==> src/rtl/pack_record_scanner_core_macros.svh <==
// Assertion helpers for the scanner RTL.
`ifndef PACK_RECORD_SCANNER_CORE_MACROS_SVH
`define PACK_RECORD_SCANNER_CORE_MACROS_SVH

// Same-cycle implication, disabled while reset is asserted.
`define PRS_ASSERT_IMPL(label, clk, rst_n, ante, cons, msg) \
    label: assert property (@(posedge clk) disable iff (!rst_n) (ante) |-> (cons)) \
        else $error(msg);

// Next-cycle implication, disabled while reset is asserted.
`define PRS_ASSERT_NEXT(label, clk, rst_n, ante, cons, msg) \
    label: assert property (@(posedge clk) disable iff (!rst_n) (ante) |=> (cons)) \
        else $error(msg);

`endif

==> src/rtl/prs_pkg.sv <==
package prs_pkg;

    // Address counter width; anything from 16 to 24 bits works.
    localparam int AddrBits    = 16;
    localparam int EndAddrBits = 16;
    localparam int ByteBits    = 8;
    localparam int LenBits     = 16;
    localparam int NameBits    = 64;
    localparam int KindBits    = 3;
    localparam int CfgIdxBits  = 8;
    localparam int CfgDataBits = 16;

    localparam logic [ByteBits-1:0] StartOffset     = 8'h0A;
    localparam logic [ByteBits-1:0] TypeLong        = 8'h80;
    localparam logic [ByteBits-1:0] TypeEnd         = 8'hFF;
    localparam logic [ByteBits-1:0] FileEntryLen    = 8'h09;
    localparam logic [ByteBits-1:0] TypeFileEntry   = 8'h81;
    localparam logic [ByteBits-1:0] ResetRecordType = 8'h90;
    localparam logic [ByteBits-1:0] MapTypeLow      = 8'h91;
    localparam logic [ByteBits-1:0] MapTypeHigh     = 8'hFE;

    // Used-type map covers types 0x91..0xFE, searched in groups.
    localparam int MapDepth      = 110;
    localparam int MapIdxBits    = $clog2(MapDepth);
    localparam int MapGroupSize  = 10;
    localparam int MapGroups     = MapDepth / MapGroupSize;
    localparam int GroupPosBits  = $clog2(MapGroupSize);

    localparam logic [KindBits-1:0] EvShort   = 3'd0;
    localparam logic [KindBits-1:0] EvFile    = 3'd1;
    localparam logic [KindBits-1:0] EvLong    = 3'd2;
    localparam logic [KindBits-1:0] EvEnd     = 3'd3;
    localparam logic [KindBits-1:0] EvZeroLen = 3'd4;
    localparam logic [KindBits-1:0] EvBadEnd  = 3'd5;

    localparam logic [CfgIdxBits-1:0] RegCurrentType  = 8'd0;
    localparam logic [CfgIdxBits-1:0] RegWantedNumber = 8'd1;

    localparam logic [LenBits-1:0] ResetWantedNumber = 16'd1;

    typedef logic [MapDepth-1:0] prs_map_t;

    typedef struct packed {
        logic [ByteBits-1:0] current_record_type;
        logic [LenBits-1:0]  wanted_record_number;
    } prs_cfg_t;

    typedef struct packed {
        logic [KindBits-1:0]    kind;
        logic [LenBits-1:0]     record_length;
        logic [ByteBits-1:0]    rec_type;
        logic [EndAddrBits-1:0] end_address;
        logic [NameBits-1:0]    file_name;
        logic [ByteBits-1:0]    file_type;
        logic                   is_wanted;
        logic [LenBits-1:0]     match_count;
        logic [ByteBits-1:0]    free_type;
    } prs_result_t;

endpackage

==> src/rtl/prs_byte_if.sv <==
interface prs_byte_if;
    import prs_pkg::*;

    logic                valid;
    logic                ready;
    logic [ByteBits-1:0] pack_byte;
    logic                start_req;

    modport source (output valid, output pack_byte, output start_req, input ready);
    modport sink (input valid, input pack_byte, input start_req, output ready);
endinterface

==> src/rtl/prs_event_if.sv <==
interface prs_event_if;
    import prs_pkg::*;

    logic                   valid;
    logic                   ready;
    logic [KindBits-1:0]    event_kind;
    logic [LenBits-1:0]     record_length;
    logic [ByteBits-1:0]    rec_type;
    logic [EndAddrBits-1:0] end_address;
    logic [NameBits-1:0]    file_name;
    logic [ByteBits-1:0]    file_type;
    logic                   is_wanted;
    logic [LenBits-1:0]     match_count;
    logic [ByteBits-1:0]    free_type;

    modport source (
        output valid, output event_kind, output record_length, output rec_type,
        output end_address, output file_name, output file_type, output is_wanted,
        output match_count, output free_type, input ready
    );
    modport sink (
        input valid, input event_kind, input record_length, input rec_type,
        input end_address, input file_name, input file_type, input is_wanted,
        input match_count, input free_type, output ready
    );
endinterface

==> src/rtl/prs_cfg_if.sv <==
interface prs_cfg_if;
    import prs_pkg::*;

    logic                   valid;
    logic                   ready;
    logic [CfgIdxBits-1:0]  index;
    logic [CfgDataBits-1:0] data;

    modport source (output valid, output index, output data, input ready);
    modport sink (input valid, input index, input data, output ready);
endinterface

==> src/rtl/prs_free_search.sv <==
module prs_free_search (
    input  logic                          clk,
    input  logic                          rst_n,
    input  prs_pkg::prs_map_t             used_map,
    output logic [prs_pkg::ByteBits-1:0]  free_type
);
    import prs_pkg::*;

    logic [MapGroups-1:0]                   grp_found_reg;
    logic [MapGroups-1:0]                   grp_found_next;
    logic [MapGroups-1:0][GroupPosBits-1:0] grp_pos_reg;
    logic [MapGroups-1:0][GroupPosBits-1:0] grp_pos_next;

    // First level: highest clear bit inside each group, registered every cycle.
    // The map input is the value the map takes at the coming edge, so the group
    // registers always describe the map as it is stored.
    always_comb
    begin
        for (int g = 0; g < MapGroups; g++)
        begin
            grp_found_next[g] = 1'b0;
            grp_pos_next[g]   = '0;
            for (int j = 0; j < MapGroupSize; j++)
            begin
                if (!used_map[g * MapGroupSize + j])
                begin
                    grp_found_next[g] = 1'b1;
                    grp_pos_next[g]   = GroupPosBits'(j);
                end
            end
        end
    end

    always_ff @(posedge clk or negedge rst_n)
    begin
        if (!rst_n)
        begin
            grp_found_reg <= '1;
            for (int g = 0; g < MapGroups; g++)
            begin
                grp_pos_reg[g] <= GroupPosBits'(MapGroupSize - 1);
            end
        end
        else
        begin
            grp_found_reg <= grp_found_next;
            grp_pos_reg   <= grp_pos_next;
        end
    end

    // Second level: the highest group that still has a free type wins.
    always_comb
    begin
        free_type = '0;
        for (int g = 0; g < MapGroups; g++)
        begin
            if (grp_found_reg[g])
            begin
                free_type = MapTypeLow + ByteBits'(g * MapGroupSize)
                          + ByteBits'(grp_pos_reg[g]);
            end
        end
    end

endmodule

==> src/rtl/prs_scan.sv <==
`include "pack_record_scanner_core_macros.svh"

module prs_scan (
    input  logic                          clk,
    input  logic                          rst_n,
    input  logic                          step,
    input  logic [prs_pkg::ByteBits-1:0]  pack_byte,
    input  logic                          start_req,
    input  prs_pkg::prs_cfg_t             cfg,
    input  logic [prs_pkg::ByteBits-1:0]  free_type,
    output prs_pkg::prs_map_t             used_map,
    output logic                          res_valid,
    output prs_pkg::prs_result_t          res
);
    import prs_pkg::*;

    localparam logic [2:0] PhIdle = 3'd0;
    localparam logic [2:0] PhLen  = 3'd1;
    localparam logic [2:0] PhType = 3'd2;
    localparam logic [2:0] PhLhi  = 3'd3;
    localparam logic [2:0] PhLlo  = 3'd4;
    localparam logic [2:0] PhBody = 3'd5;
    localparam logic [2:0] PhSkip = 3'd6;
    localparam logic [2:0] PhDone = 3'd7;

    logic [2:0]          phase_reg,  phase_next;
    logic [ByteBits-1:0] length_reg, length_next;
    logic [ByteBits-1:0] type_reg,   type_next;
    logic [LenBits-1:0]  rem_reg,    rem_next;
    logic [LenBits-1:0]  block_reg,  block_next;
    logic [AddrBits-1:0] addr_reg,   addr_next;
    logic [NameBits-1:0] name_reg,   name_next;
    logic [LenBits-1:0]  match_reg,  match_next;
    prs_map_t            map_reg,    map_next;

    logic [2:0]            ph;
    logic [AddrBits-1:0]   addr_cur;
    logic [AddrBits-1:0]   addr_inc;
    logic [AddrBits-1:0]   addr_dec;
    logic [LenBits-1:0]    match_cur;
    logic [LenBits-1:0]    match_inc;
    logic                  hit;
    logic [LenBits-1:0]    block_full;
    logic [MapIdxBits-1:0] map_idx;

    assign used_map = map_next;

    // A start beat behaves as if the scan had just been restarted at offset 0x0a.
    assign ph         = start_req ? PhLen : phase_reg;
    assign addr_cur   = start_req ? AddrBits'(StartOffset) : addr_reg;
    assign match_cur  = start_req ? '0 : match_reg;
    assign addr_inc   = addr_cur + AddrBits'(1);
    assign addr_dec   = addr_cur - AddrBits'(1);
    assign match_inc  = match_cur + LenBits'(1);
    assign hit        = (type_reg == cfg.current_record_type) && (match_cur != '1);
    assign block_full = {block_reg[LenBits-1:ByteBits], pack_byte};
    assign map_idx    = MapIdxBits'(pack_byte - MapTypeLow);

    always_comb
    begin
        phase_next  = phase_reg;
        length_next = length_reg;
        type_next   = type_reg;
        rem_next    = rem_reg;
        block_next  = block_reg;
        addr_next   = addr_reg;
        name_next   = name_reg;
        match_next  = match_reg;
        map_next    = map_reg;
        res_valid   = 1'b0;
        res         = '0;
        res.rec_type      = type_reg;
        res.record_length = LenBits'(length_reg);
        res.end_address   = addr_inc[EndAddrBits-1:0];

        if (step)
        begin
            phase_next = ph;
            addr_next  = addr_cur;
            match_next = match_cur;
            if (start_req)
            begin
                map_next = '0;
            end
            if (ph != PhIdle && ph != PhDone)
            begin
                addr_next = addr_inc;
            end

            case (ph)
                PhLen:
                begin
                    length_next = pack_byte;
                    phase_next  = PhType;
                end
                PhType:
                begin
                    type_next    = pack_byte;
                    res.rec_type = pack_byte;
                    if (length_reg == '0)
                    begin
                        res_valid  = 1'b1;
                        res.kind   = EvZeroLen;
                        phase_next = PhDone;
                    end
                    else if (pack_byte == TypeLong)
                    begin
                        phase_next = PhLhi;
                    end
                    else if (pack_byte != TypeEnd)
                    begin
                        rem_next   = LenBits'(length_reg);
                        name_next  = '0;
                        phase_next = PhBody;
                    end
                    else if (length_reg == TypeEnd)
                    begin
                        res_valid       = 1'b1;
                        res.kind        = EvEnd;
                        res.end_address = addr_dec[EndAddrBits-1:0];
                        res.free_type   = free_type;
                        phase_next      = PhDone;
                    end
                    else
                    begin
                        res_valid  = 1'b1;
                        res.kind   = EvBadEnd;
                        phase_next = PhDone;
                    end
                end
                PhLhi:
                begin
                    block_next = {pack_byte, ByteBits'(0)};
                    phase_next = PhLlo;
                end
                PhLlo:
                begin
                    block_next = block_full;
                    rem_next   = block_full;
                    if (block_full == '0)
                    begin
                        res_valid         = 1'b1;
                        res.kind          = EvLong;
                        res.record_length = block_full;
                        phase_next        = PhLen;
                    end
                    else
                    begin
                        phase_next = PhSkip;
                    end
                end
                PhSkip:
                begin
                    rem_next = rem_reg - LenBits'(1);
                    if (rem_reg == LenBits'(1))
                    begin
                        res_valid         = 1'b1;
                        res.kind          = EvLong;
                        res.record_length = block_reg;
                        phase_next        = PhLen;
                    end
                end
                PhBody:
                begin
                    if (rem_reg > LenBits'(1))
                    begin
                        name_next = {name_reg[NameBits-ByteBits-1:0], pack_byte};
                        rem_next  = rem_reg - LenBits'(1);
                    end
                    else
                    begin
                        rem_next   = '0;
                        phase_next = PhLen;
                        res_valid  = 1'b1;
                        if (hit)
                        begin
                            match_next    = match_inc;
                            res.is_wanted = (cfg.wanted_record_number != '0)
                                         && (match_inc == cfg.wanted_record_number);
                        end
                        if (length_reg == FileEntryLen && type_reg == TypeFileEntry)
                        begin
                            // Only types the free search covers are worth marking.
                            if (pack_byte >= MapTypeLow && pack_byte <= MapTypeHigh)
                            begin
                                map_next[map_idx] = 1'b1;
                            end
                            res.kind      = EvFile;
                            res.file_name = name_reg;
                            res.file_type = pack_byte;
                        end
                        else
                        begin
                            res.kind = EvShort;
                        end
                    end
                end
                default:
                begin
                    phase_next = ph;
                end
            endcase
        end
        res.match_count = match_next;
    end

    always_ff @(posedge clk or negedge rst_n)
    begin
        if (!rst_n)
        begin
            phase_reg  <= PhIdle;
            length_reg <= '0;
            type_reg   <= '0;
            rem_reg    <= '0;
            block_reg  <= '0;
            addr_reg   <= AddrBits'(StartOffset);
            name_reg   <= '0;
            match_reg  <= '0;
            map_reg    <= '0;
        end
        else
        begin
            phase_reg  <= phase_next;
            length_reg <= length_next;
            type_reg   <= type_next;
            rem_reg    <= rem_next;
            block_reg  <= block_next;
            addr_reg   <= addr_next;
            name_reg   <= name_next;
            match_reg  <= match_next;
            map_reg    <= map_next;
        end
    end

    `PRS_ASSERT_IMPL(a_free_only_at_end, clk, rst_n,
        res_valid && res.kind != EvEnd, res.free_type == '0,
        "free type reported outside an end event")
    `PRS_ASSERT_IMPL(a_name_only_in_file, clk, rst_n,
        res_valid && res.kind != EvFile, res.file_name == '0 && res.file_type == '0,
        "file fields set outside a file entry")
    `PRS_ASSERT_NEXT(a_done_holds, clk, rst_n,
        phase_reg == PhDone && !(step && start_req), phase_reg == PhDone,
        "scan left the finished state without a start beat")
    `PRS_ASSERT_NEXT(a_count_monotonic, clk, rst_n,
        !(step && start_req), match_reg >= $past(match_reg),
        "match count went down without a start beat")
    `PRS_ASSERT_IMPL(a_wanted_is_count, clk, rst_n,
        res_valid && res.is_wanted,
        res.match_count == cfg.wanted_record_number && res.match_count != '0,
        "wanted flag does not agree with the match count")

endmodule

==> src/rtl/pack_record_scanner_core.sv <==
// An accepted input beat is held in the input register, then the scan logic writes its
// result into the result register that drives event_out.
// Throughput: one pack byte per cycle unless event_out stalls; the result register frees
// the input side whenever it is empty or being taken in the same cycle.
// Reset (rst_n, asynchronous): scan idle until a start beat, address 0x0a, used-type
// map and match count clear, current_record_type 0x90, wanted_record_number 1.
module pack_record_scanner_core (
    input  logic        clk,
    input  logic        rst_n,
    prs_byte_if.sink    byte_in,
    prs_event_if.source event_out,
    prs_cfg_if.sink     cfg_in
);
    import prs_pkg::*;

    prs_cfg_t            cfg_reg;
    logic                s1_valid_reg;
    logic [ByteBits-1:0] s1_byte_reg;
    logic                s1_start_reg;
    logic                out_valid_reg;
    prs_result_t         out_data_reg;

    logic                advance;
    logic                step;
    logic                res_valid;
    prs_result_t         res;
    prs_map_t            used_map;
    logic [ByteBits-1:0] free_type;

    assign advance       = !out_valid_reg || event_out.ready;
    assign step          = s1_valid_reg && advance;
    assign byte_in.ready = !s1_valid_reg || advance;
    assign cfg_in.ready  = 1'b1;

    always_ff @(posedge clk or negedge rst_n)
    begin
        if (!rst_n)
        begin
            cfg_reg.current_record_type  <= ResetRecordType;
            cfg_reg.wanted_record_number <= ResetWantedNumber;
        end
        else if (cfg_in.valid)
        begin
            case (cfg_in.index)
                RegCurrentType:  cfg_reg.current_record_type  <= cfg_in.data[ByteBits-1:0];
                RegWantedNumber: cfg_reg.wanted_record_number <= cfg_in.data[LenBits-1:0];
                default:
                begin
                end
            endcase
        end
    end

    always_ff @(posedge clk or negedge rst_n)
    begin
        if (!rst_n)
        begin
            s1_valid_reg  <= 1'b0;
            out_valid_reg <= 1'b0;
        end
        else
        begin
            if (byte_in.ready)
            begin
                s1_valid_reg <= byte_in.valid;
            end
            if (advance)
            begin
                out_valid_reg <= step && res_valid;
            end
        end
    end

    always_ff @(posedge clk)
    begin
        if (byte_in.valid && byte_in.ready)
        begin
            s1_byte_reg  <= byte_in.pack_byte;
            s1_start_reg <= byte_in.start_req;
        end
        if (step && res_valid)
        begin
            out_data_reg <= res;
        end
    end

    prs_scan u_scan (
        .clk       (clk),
        .rst_n     (rst_n),
        .step      (step),
        .pack_byte (s1_byte_reg),
        .start_req (s1_start_reg),
        .cfg       (cfg_reg),
        .free_type (free_type),
        .used_map  (used_map),
        .res_valid (res_valid),
        .res       (res)
    );

    prs_free_search u_free_search (
        .clk       (clk),
        .rst_n     (rst_n),
        .used_map  (used_map),
        .free_type (free_type)
    );

    assign event_out.valid         = out_valid_reg;
    assign event_out.event_kind    = out_data_reg.kind;
    assign event_out.record_length = out_data_reg.record_length;
    assign event_out.rec_type      = out_data_reg.rec_type;
    assign event_out.end_address   = out_data_reg.end_address;
    assign event_out.file_name     = out_data_reg.file_name;
    assign event_out.file_type     = out_data_reg.file_type;
    assign event_out.is_wanted     = out_data_reg.is_wanted;
    assign event_out.match_count   = out_data_reg.match_count;
    assign event_out.free_type     = out_data_reg.free_type;

endmodule
==> src/flat_wrapper.sv <==
// flat-port wrapper written by rule: the top's interface ports become plain ports
module pack_record_scanner_core_flat import prs_pkg::*;
  (clk, rst_n, byte_in_valid, byte_in_pack_byte, byte_in_start_req, byte_in_ready, event_out_valid, event_out_event_kind, event_out_record_length, event_out_rec_type, event_out_end_address, event_out_file_name, event_out_file_type, event_out_is_wanted, event_out_match_count, event_out_free_type, event_out_ready, cfg_in_valid, cfg_in_index, cfg_in_data, cfg_in_ready);
  prs_byte_if byte_in_i ();
  prs_event_if event_out_i ();
  prs_cfg_if cfg_in_i ();
  input  logic clk;
  input  logic rst_n;
  input wire logic [$bits(byte_in_i.valid)-1:0] byte_in_valid;
  input wire logic [$bits(byte_in_i.pack_byte)-1:0] byte_in_pack_byte;
  input wire logic [$bits(byte_in_i.start_req)-1:0] byte_in_start_req;
  output wire logic [$bits(byte_in_i.ready)-1:0] byte_in_ready;
  output wire logic [$bits(event_out_i.valid)-1:0] event_out_valid;
  output wire logic [$bits(event_out_i.event_kind)-1:0] event_out_event_kind;
  output wire logic [$bits(event_out_i.record_length)-1:0] event_out_record_length;
  output wire logic [$bits(event_out_i.rec_type)-1:0] event_out_rec_type;
  output wire logic [$bits(event_out_i.end_address)-1:0] event_out_end_address;
  output wire logic [$bits(event_out_i.file_name)-1:0] event_out_file_name;
  output wire logic [$bits(event_out_i.file_type)-1:0] event_out_file_type;
  output wire logic [$bits(event_out_i.is_wanted)-1:0] event_out_is_wanted;
  output wire logic [$bits(event_out_i.match_count)-1:0] event_out_match_count;
  output wire logic [$bits(event_out_i.free_type)-1:0] event_out_free_type;
  input wire logic [$bits(event_out_i.ready)-1:0] event_out_ready;
  input wire logic [$bits(cfg_in_i.valid)-1:0] cfg_in_valid;
  input wire logic [$bits(cfg_in_i.index)-1:0] cfg_in_index;
  input wire logic [$bits(cfg_in_i.data)-1:0] cfg_in_data;
  output wire logic [$bits(cfg_in_i.ready)-1:0] cfg_in_ready;
  assign byte_in_i.valid = byte_in_valid;
  assign byte_in_i.pack_byte = byte_in_pack_byte;
  assign byte_in_i.start_req = byte_in_start_req;
  assign byte_in_ready = byte_in_i.ready;
  assign event_out_valid = event_out_i.valid;
  assign event_out_event_kind = event_out_i.event_kind;
  assign event_out_record_length = event_out_i.record_length;
  assign event_out_rec_type = event_out_i.rec_type;
  assign event_out_end_address = event_out_i.end_address;
  assign event_out_file_name = event_out_i.file_name;
  assign event_out_file_type = event_out_i.file_type;
  assign event_out_is_wanted = event_out_i.is_wanted;
  assign event_out_match_count = event_out_i.match_count;
  assign event_out_free_type = event_out_i.free_type;
  assign event_out_i.ready = event_out_ready;
  assign cfg_in_i.valid = cfg_in_valid;
  assign cfg_in_i.index = cfg_in_index;
  assign cfg_in_i.data = cfg_in_data;
  assign cfg_in_ready = cfg_in_i.ready;
  pack_record_scanner_core u_core (.clk(clk), .rst_n(rst_n), .byte_in(byte_in_i), .event_out(event_out_i), .cfg_in(cfg_in_i));
endmodule
==> config.mk <==
export PLATFORM = sky130hd
export DESIGN_NAME = pack_record_scanner_core_flat
export DESIGN_NICKNAME = d
export VERILOG_FILES = /design/src/rtl/prs_pkg.sv /design/src/rtl/prs_byte_if.sv /design/src/rtl/prs_event_if.sv /design/src/rtl/prs_cfg_if.sv /design/src/rtl/prs_free_search.sv /design/src/rtl/prs_scan.sv /design/src/rtl/pack_record_scanner_core.sv /design/src/flat_wrapper.sv
export VERILOG_INCLUDE_DIRS = /design/src /design/src/rtl
export SDC_FILE = /design/constraint.sdc
export NUM_CORES = 1
export LEC_CHECK = 0
export BUFFER_PORTS_ARGS = -buffer_cell sky130_fd_sc_hd__buf_2
export CORE_ASPECT_RATIO = 1.75
export CORE_MARGIN = 2
export CORE_UTILIZATION = 60
export DETAILED_ROUTE_END_ITERATION = 8
export PLACE_DENSITY = 0.8
export REMOVE_ABC_BUFFERS = 1
export SETUP_SLACK_MARGIN = 0.02
export SKIP_LAST_GASP = 1
export SLEW_MARGIN = 40
export SYNTH_ARGS = -nofsm -noshare
export SYNTH_HDL_FRONTEND = slang
export SYNTH_SLANG_ARGS = --single-unit
export TNS_END_PERCENT = 50
==> constraint.sdc <==
create_clock -name clk -period 9.55 [get_ports clk]
set_input_delay 0.955 -clock clk [delete_from_list [all_inputs] [get_ports clk]]
set_output_delay 0.955 -clock clk [all_outputs]
set_load 0.03 [all_outputs]
# [Yosys cells after proc, flatten, opt, wreduce, memory -nomap -nowiden]
# Cells that the tools add are included.
[totals] register_bits=487 word_cells=403 in_bits=38
[classes] reduce_logical=32 magnitude_cmp=5 n_eq_ne=21 bitwise_logic=8 n_mux=283 add_sub_neg=16
[op_table] operator="$mux W110" n=7
[op_table] operator="$mux W4" n=88
[op_table] operator="$mux W64" n=4
[op_table] operator="$mux W16" n=15
[op_table] operator="$mux W73" n=2
[op_table] operator="$mux W1" n=132
[op_table] operator="$pmux W64 S2" n=1
[op_table] operator="$or A110 B110 Y110" n=1
[op_table] operator="$mux W105" n=1
[op_table] operator="$mux W8" n=11
[op_table] operator="$mux W72" n=1
[op_table] operator="$pmux W16 S2" n=2
[op_table] operator="$pmux W16 S4" n=1
[op_table] operator="$add A8 B4 Y8 const A" n=5
[op_table] operator="$mux W18" n=2
[op_table] operator="$add A16 B1 Y16 const B" n=2
[op_table] operator="$sub A16 B1 Y16 const B" n=2
[op_table] operator="$mux W3" n=10
[op_table] operator="$add A7 B5 Y8 const A" n=3
[op_table] operator="$eq A8 B8 Y1 const B" n=3
[op_table] operator="$mux W24" n=1
[op_table] operator="$pmux W3 S6" n=1
[op_table] operator="$eq A16 B1 Y1 const B" n=1
[op_table] operator="$eq A16 B16 Y1" n=1
[op_table] operator="38 further kinds" n=68

# [Depth between registers and ports, before layout]
# Gate-level depths: netlist of the first run.
[depth] ltp_word=21 ltp_mapped=16 ltp_nobuf=11

# [By module]
# A second synthesis of the first run with hierarchy kept.
[hier_totals] hier_cells=2201 area_unflattened_um2=22654.2
[by_module_without_submodules] module="prs_scan" instances=1 seq_area_each_um2=6433.7 area_per_inst_um2=13663.1 cells_each=1589
[by_module_without_submodules] module="pack_record_scanner_core" instances=1 seq_area_each_um2=5128.7 area_per_inst_um2=5584.1 cells_each=216
[by_module_without_submodules] module="prs_free_search" instances=1 seq_area_each_um2=1417.6 area_per_inst_um2=3407.0 cells_each=396

# [Worst setup path after synthesis of the first run]
# Ideal clock, no wire load.
[synth_path] path_kind="input to register" from="in event_out_ready" to="reg u_core.out_data_reg, in the netlist u_core.event_out.end_address[0] (enable)" path_stages=7 setup_ps=493 setup_slack_ps=4298 required_ps=9057 arrival_time_ps=4759 cell_sequence="nand2b_1 and2_1 clkbuf_1 clkbuf_1 nand2_1 a21o_1 inv_1"
[synth_via] elab_chain_cells=4
[synth_lines] element="start, declared" line_no="flat_wrapper.sv:23" rtl="input wire logic [$bits(event_out_i.ready)-1:0] event_out_ready;"
[synth_lines] element="$logic_or A1 B1 Y1 *" line_no="pack_record_scanner_core.sv:30" rtl="assign advance = !out_valid_reg || event_out.ready;"
[synth_lines] element="$logic_and A1 B1 Y1 *" line_no="pack_record_scanner_core.sv:31" rtl="assign step = s1_valid_reg && advance;"
[synth_lines] element="$mux W1" line_no="prs_scan.sv:76" rtl="if (step)"
[synth_lines] element="$logic_and A1 B1 Y1 *" line_no="pack_record_scanner_core.sv:81" rtl="if (step && res_valid)"
[synth_lines] element="end signal, assigned" line_no="pack_record_scanner_core.sv:83" rtl="out_data_reg <= res;"
[synth_lines] element="end, declared" line_no="pack_record_scanner_core.sv:21" rtl="prs_result_t out_data_reg;"
# Mark *: on every way between the ends. The rest lies on a longest branch, timed or not.
# A chain may end at the register's enable or synchronous reset.

# [Worst setup path in the final report of the first run]
[layout_path] from="reg u_core.u_scan.phase_reg[0]" to="reg u_core.out_data_reg, in the netlist u_core.event_out.file_name[61] (enable)"
[layout_via] elab_chain_cells=5
[layout_lines] element="start, declared" line_no="prs_scan.sv:26" rtl="logic [2:0] phase_reg, phase_next;"
[layout_lines] element="start signal, assigned" line_no="prs_scan.sv:211" rtl="phase_reg <= PhIdle;"
[layout_lines] element="start signal, assigned" line_no="prs_scan.sv:223" rtl="phase_reg <= phase_next;"
[layout_lines] element="$mux W3 *" line_no="prs_scan.sv:49" rtl="assign ph = start_req ? PhLen : phase_reg;"
[layout_lines] element="$eq A3 B3 Y1 or $eq A3 B2 Y1 (tied branches)" line_no="prs_scan.sv:90" rtl="case (ph)"
[layout_lines] element="$pmux W1 S4 *" line_no="prs_scan.sv:90"
[layout_lines] element="$mux W1 *" line_no="prs_scan.sv:76"
[layout_lines] element="$logic_and A1 B1 Y1 *" line_no="pack_record_scanner_core.sv:81"
# Marks and branches as above.

==> results of run 1 <==
-- kinds of logic after synthesis --
group,Yosys count,synth area share
other,1,0.0001672
buffers and inverters,180,0.03069
muxes,52,0.02539
adders and majority gates,21,0.01172
xor gates and xnor gates,71,0.02773
AOI/OAI and AO/OA,540,0.1447
DFF,487,0.5788
and+or+nand+nor,848,0.1808
-- synth_stat cells (42+ instances only) --
cell,instances
a21oi_1,101
and3_1,85
clkbuf_1,122
dfrtp_1,300
edfxtp_1,149
inv_1,45
nand2_1,360
nand3_1,55
nor2_1,148
nor3_1,42
o21ai_0,220
xnor2_1,48
-- path summary, 6_finish.rpt --
path                                       startpoint                             end  slack (ns)  depth (start not counted)
max                        u_core.u_scan.phase_reg[0]  u_core.event_out.file_name[61]        4.70                          9
min                                             rst_n       u_core.u_scan.map_reg[74]        0.28                          1
max reg2reg                u_core.u_scan.phase_reg[0]  u_core.event_out.file_name[61]        4.70                          9
min reg2reg                u_core.u_scan.name_reg[63]      u_core.u_scan.name_reg[63]        0.48                          2
max in group asynchronous                       rst_n      u_core.u_scan.name_reg[61]        7.27                          5
min in group clk           u_core.u_scan.name_reg[63]      u_core.u_scan.name_reg[63]        0.48                          2
-- power groups by stage --
stage | clock network (uW) | logic, uW | registers, uW
floorplan | 0 | 322 | 2390
global placement | 0 | 458 | 2430
detailed placement | 0 | 478 | 2430
CTS | 1820 | 481 | 2390
global route | 1910 | 537 | 2410
finish | 1810 | 485 | 2400
-- layer usage --
layer  up-vias  part of all wire  wire length (um)  track usage
li1       8031                 -                 -            -
met1      8423              0.35             20190       0.3279
met2       753              0.52             29500       0.5123
met3       249             0.059              3371      0.03526
met4         0             0.069              3904       0.1868
met5         -                 0                 0            0
-- area by class of cell --
| type | instances | area [um2] | area share |
|---|---|---|---|
| Clock buffer | 60 | 1254 | 0.04980 |
| Clock inverter | 24 | 225.2 | 0.008947 |
| Inverter | 47 | 181.4 | 0.007207 |
| Multi-Input combinational cell | 1533 | 8802 | 0.3497 |
| Sequential cell | 487 | 12980 | 0.5156 |
| Tap cell | 475 | 594.3 | 0.02361 |
| Timing Repair Buffer | 202 | 1136 | 0.04513 |
-- critical path, delay by kind of cell (launching register included) --
family,cells,cell delay (ns)
compound gates,1,0.26
buf+inv,5,2.65
flops,1,0.63
simple gates,3,0.87
-- cell usage in the layout, fill, tap and decap left out, drive strengths merged, types with 49 or more instances in the layout --
cell type,count
nor2,149
clkbuf,61
dfrtp,300
a21oi,101
inv,49
edfxtp,149
nand2,360
nand3,55
o21ai,252
buf,201
and3,85
-- metrics by stage --
| step | area (um2) | util | total power [uW] | std cells | setup TNS [ns] |
|---|---|---|---|---|---|
| 6_report | 25170 | 0.6824 | 4692 | 2828 | 0 |
| 2_1_floorplan | 21910 | - | 2716 | 2067 | -39.33 |
| 3_5_place_dp | 23660 | 0.6413 | 2908 | 2743 | 0 |
| 4_1_cts | 25130 | 0.6814 | 4696 | 2827 | 0 |
| 3_3_place_gp | 23580 | 0.6393 | 2885 | 2739 | 0 |
| 5_1_grt | 25170 | 0.6824 | 4858 | 2828 | 0 |
==> qor.yml, run 1 <==
synthesis:
  syn_area_um2: 22430
  ys_warn_count: 0
  avgSynthCellArea_um2: 10.19
  synth_top_area_cell: "dfrtp_1"
  synth-edff-count: 149
  synth_ff_type: "dfrtp_1"
  yosysSeqAreaShare: 0.5788
  synth_cell_type_count: 76
  ys_seq_elements: 487
  synthesis.instances: 2200
  synthTopCellsByArea: "dfrtp_1 33%, edfxtp_1 20%, nand2_1 6.0%"
  synth_top_area_frac: 0.3348
  async_flop_share: 0.6940
critical_path:
  critPathMaxFanout: 80
  critPathMaxStageDelay_ns: 0.72
  cp-end-kind: "flop"
  start_kind: "flop"
  crit_type: "reg2reg"
  crit_chain: "inv_1 -> nor3_2 -> buf_4 -> nor4b_4 -> buf_4 -> nor2b_1 -> a21o_1 -> inv_6 -> buf_4"
  cp.arrival_ns: 5.05
  crit_required_ns: 9.75
  slowest_stage: "buf_4"
  cp_common_cell: "buf_4"
power_and_ir_drop:
  clkPwrFrac: 0.386
  power_density_nw_per_um2: 186.4
  combPwrFrac: 0.103
  pwr-share-seq: 0.511
  peakVddDrop_v: 0.0001255
  p_int_uw: 3451
  p_leak_uw: 0.01072
  switching_share: 0.2646
  p_switching_uw: 1241
die:
  die_area_um2: 39000
  die_w_um: 150.1
  die_h_um: 259.7
  rows: 93
  initial_utilization: 0.6080
  io-pin-count: 181
  core-area_um2: 36890
clocking:
  cts-root-buf: "clkbuf_16"
  clk_pin_slew_ns: 0.07
  insertion_delay_ns: 0.58
  cts_setup_buffers: 0
  hold_buffers: 0
  cts-resized-gates: 0
  cts_tree: "built"
  cts_htree_levels: 2
  cts_buffer_depth: 3
  cts_made_buffers: 45
  numClockSinks: 487
outcome:
  status: "finished, final reports clean"
global_routing:
  gr-total-overflow: 0
  grtUsageTotal: 0.2898
  antenna_found_initial: 0
  grt_pass1_wl_mm: 89.22
  grt_max_degree: 129
  grt_pass1_vias: 17455
placed_design:
  place_congestion: 0.9621
  hpwl_mm: 38.21
  portBuffers: 179
  dp_slack_ns: 4.789
timing:
  drv_slew: 0
  hold_slack_ns: 0.2845
  worstMarginPinSlew_ns: 0.8427
  skew_ns: 0.02870
  setup_violations: 0
  period_needed_ns: 4.850
  clock.fmax_mhz: 206.2
  layout_setup_ws_ns: 4.700
  relSlewSlack: 0.4382
  post-route-period-util: 0.5079
  rsz0062_at_grt: "no"
  finalHoldViolCount: 0
final_layout:
  nNetsFinal: 2375
  n_antenna_cell: 0
  num-fill-cells: 2677
  area_delta_synth_final_pct: 12.25
  drive_above_1_share: 0.1598
  largest_reg_flops: 110
routing:
  drtIter0Drc: 1272
  drtPass1Iterations: 6
  via_per_inst: 6.173
  wl_per_cell_um: 20.14
  drc: 0
  ant_nets: 0
  routed_wl_mm: 56.97
  via_count: 17456
hold_path:
  hold_class: "in2async"
flow_run:
  cap_violations: 0
Power figures use the tool's default switching activity.
==> run 2, diff against run 1 <==
- CORE_UTILIZATION: 60 -> 54
- PLACE_DENSITY: 0.8 -> 0.76
- clock period: 9.55 -> 4 ns (I/O delays scaled with it)
==> run 2 against run 1 <==
First-iteration DRC count down 2.0%. Clock skew about the same. Register-to-register slack got worse by 4.2 ns. Critical path type unchanged.
==> qor.yml, run 2 (synthesis gave the netlist of run 1 again) <==
hold_path:
  hold_class: "in2reg"
  min_path_cells: 2
timing:
  clock.fmax_mhz: 282.5
  rsz0062_at_grt: "no"
  setup_violations: 0
  drv_slew: 0
  layout_setup_ws_ns: 0.4596
  hold_slack_ns: 0.03746
  skew_ns: 0.02861
  period_needed_ns: 3.540
  relSlewSlack: 0.4332
  worstMarginPinSlew_ns: 0.8471
  tns_ns: 0
  finalHoldViolCount: 0
  post-route-period-util: 0.8851
power_and_ir_drop:
  fin_total_pwr_uw: 10990
  peakVddDrop_v: 0.0003073
  combPwrFrac: 0.110
  p_int_uw: 8081
  p_leak_uw: 0.01082
  p_switching_uw: 2907
  power_density_nw_per_um2: 432.0
  clkPwrFrac: 0.370
  pwr-share-seq: 0.520
  switching_share: 0.2645
global_routing:
  grt_pass1_vias: 17163
  grtUsageTotal: 0.2637
  gr-total-overflow: 0
  grt_pass1_wl_mm: 89.55
  grt_max_degree: 103
  antenna_found_initial: 0
clocking:
  numClockSinks: 487
  cts_tree: "built"
  cts_htree_levels: 2
  cts_setup_buffers: 0
  hold_buffers: 1
  cts-resized-gates: 0
  cts-root-buf: "clkbuf_16"
  clk_pin_slew_ns: 0.06
  insertion_delay_ns: 0.58
  cts_buffer_depth: 3
  cts_made_buffers: 44
die:
  die_h_um: 273.6
  die_w_um: 158.0
  die_area_um2: 43240
  core-area_um2: 40950
  io-pin-count: 181
  initial_utilization: 0.5476
  rows: 98
critical_path:
  cp-end-kind: "flop"
  crit_type: "reg2reg"
  worst-r2r-cell-count: 8
  critPathMaxFanout: 16
  crit_required_ns: 4.31
  cp.arrival_ns: 3.85
  start_kind: "flop"
final_layout:
  num-fill-cells: 3408
  area_delta_synth_final_pct: 13.42
  fin_area_um2: 25430
  drive_above_1_share: 0.1662
  final_cell_mix: "358 x nand2_1, 300 x dfrtp_1, 220 x o21ai_0"
  largest_reg_flops: 110
  seq_area_um2: 12980
  layout_commonest_cell: "nand2_1"
  n_antenna_cell: 0
  multi_input_area_um2: 8802
  nNetsFinal: 2400
routing:
  drc: 0
  via_per_inst: 5.927
  ant_nets: 0
  drtIter0Drc: 1247
  routed_wl_mm: 57.07
  via_count: 17349
  wl_per_cell_um: 19.50
  drtPass1Iterations: 5
placed_design:
  hpwl_mm: 39.93
  portBuffers: 179
  dpl_cell_area_um2: 24010
  dp_slack_ns: 0.1780
  place_congestion: 0.9039
outcome:
  status: "finished, final reports clean"
flow_run:
  cap_violations: 0
run 2: cell types whose count changed in the layout (fill, tap and decap cells not counted), sizes merged:
cell | previous run | this run
clkinvlp | 3 | 2
buf | 201 | 227
bufinv | 3 | 1
dlygate4sd3 | 0 | 1
clkinv | 16 | 13
clkbuf | 61 | 64
run 2: stage by stage:
| step | instances | util |
|---|---|---|
| global route | 2927 | 0.6210 |
| detailed placement | 2843 | 0.5862 |
| finish | 2927 | 0.6210 |
| CTS | 2926 | 0.6202 |
| floorplan | 2067 | - |
| global placement | 2841 | 0.5850 |
run 2: routing by layer:
layer	wire length [um]	GRT usage	share of wire
met4	3198	0.1396	0.056
met3	2961	0.03087	0.052
met1	20930	0.3026	0.37
met2	29970	0.4764	0.53
met5	0	0	0
run 2: path summary, 6_finish.rpt:
check                      slack (ns)                                  end                      start
max in group asynchronous        2.58                   u_core.cfg_reg[23]                      rst_n
min in group asynchronous        0.31  u_core.u_free_search.grp_pos_reg[5]                      rst_n
max                              0.46      u_core.event_out.end_address[7]        u_core.s1_start_reg
min                              0.04                  u_core.s1_valid_reg              byte_in_valid
min reg2reg                      0.48            u_core.u_scan.addr_reg[1]  u_core.u_scan.addr_reg[1]
max reg2reg                      0.46      u_core.event_out.end_address[7]        u_core.s1_start_reg
run 2: cell type report:
class / instances / area share
Sequential cell: 487 / 0.5103
Inverter: 47 / 0.007133
Multi-Input combinational cell: 1533 / 0.3461
Timing Repair Buffer: 228 / 0.05500
Clock inverter: 18 / 0.005805
Tap cell: 550 / 0.02706
Clock buffer: 64 / 0.04860
run 2: critical path: stages, from the launching register on:
cell	delay [ns]
edfxtp_1	0.57
buf_4	0.27
or4b_1	0.57
nor4_2	0.53
nand3_1	0.60
nor4_1	0.41
a21oi_1	0.10
nand3b_1	0.13
o21ai_0	0.09
run 2: power by group through the flow:
stage,combinational [uW],sequential (uW),clock (uW)
finish,1210,5720,4060
detailed placement,1190,5800,0
global route,1330,5750,4330
CTS,1200,5710,4130
global placement,1150,5790,0
floorplan,770,5720,0
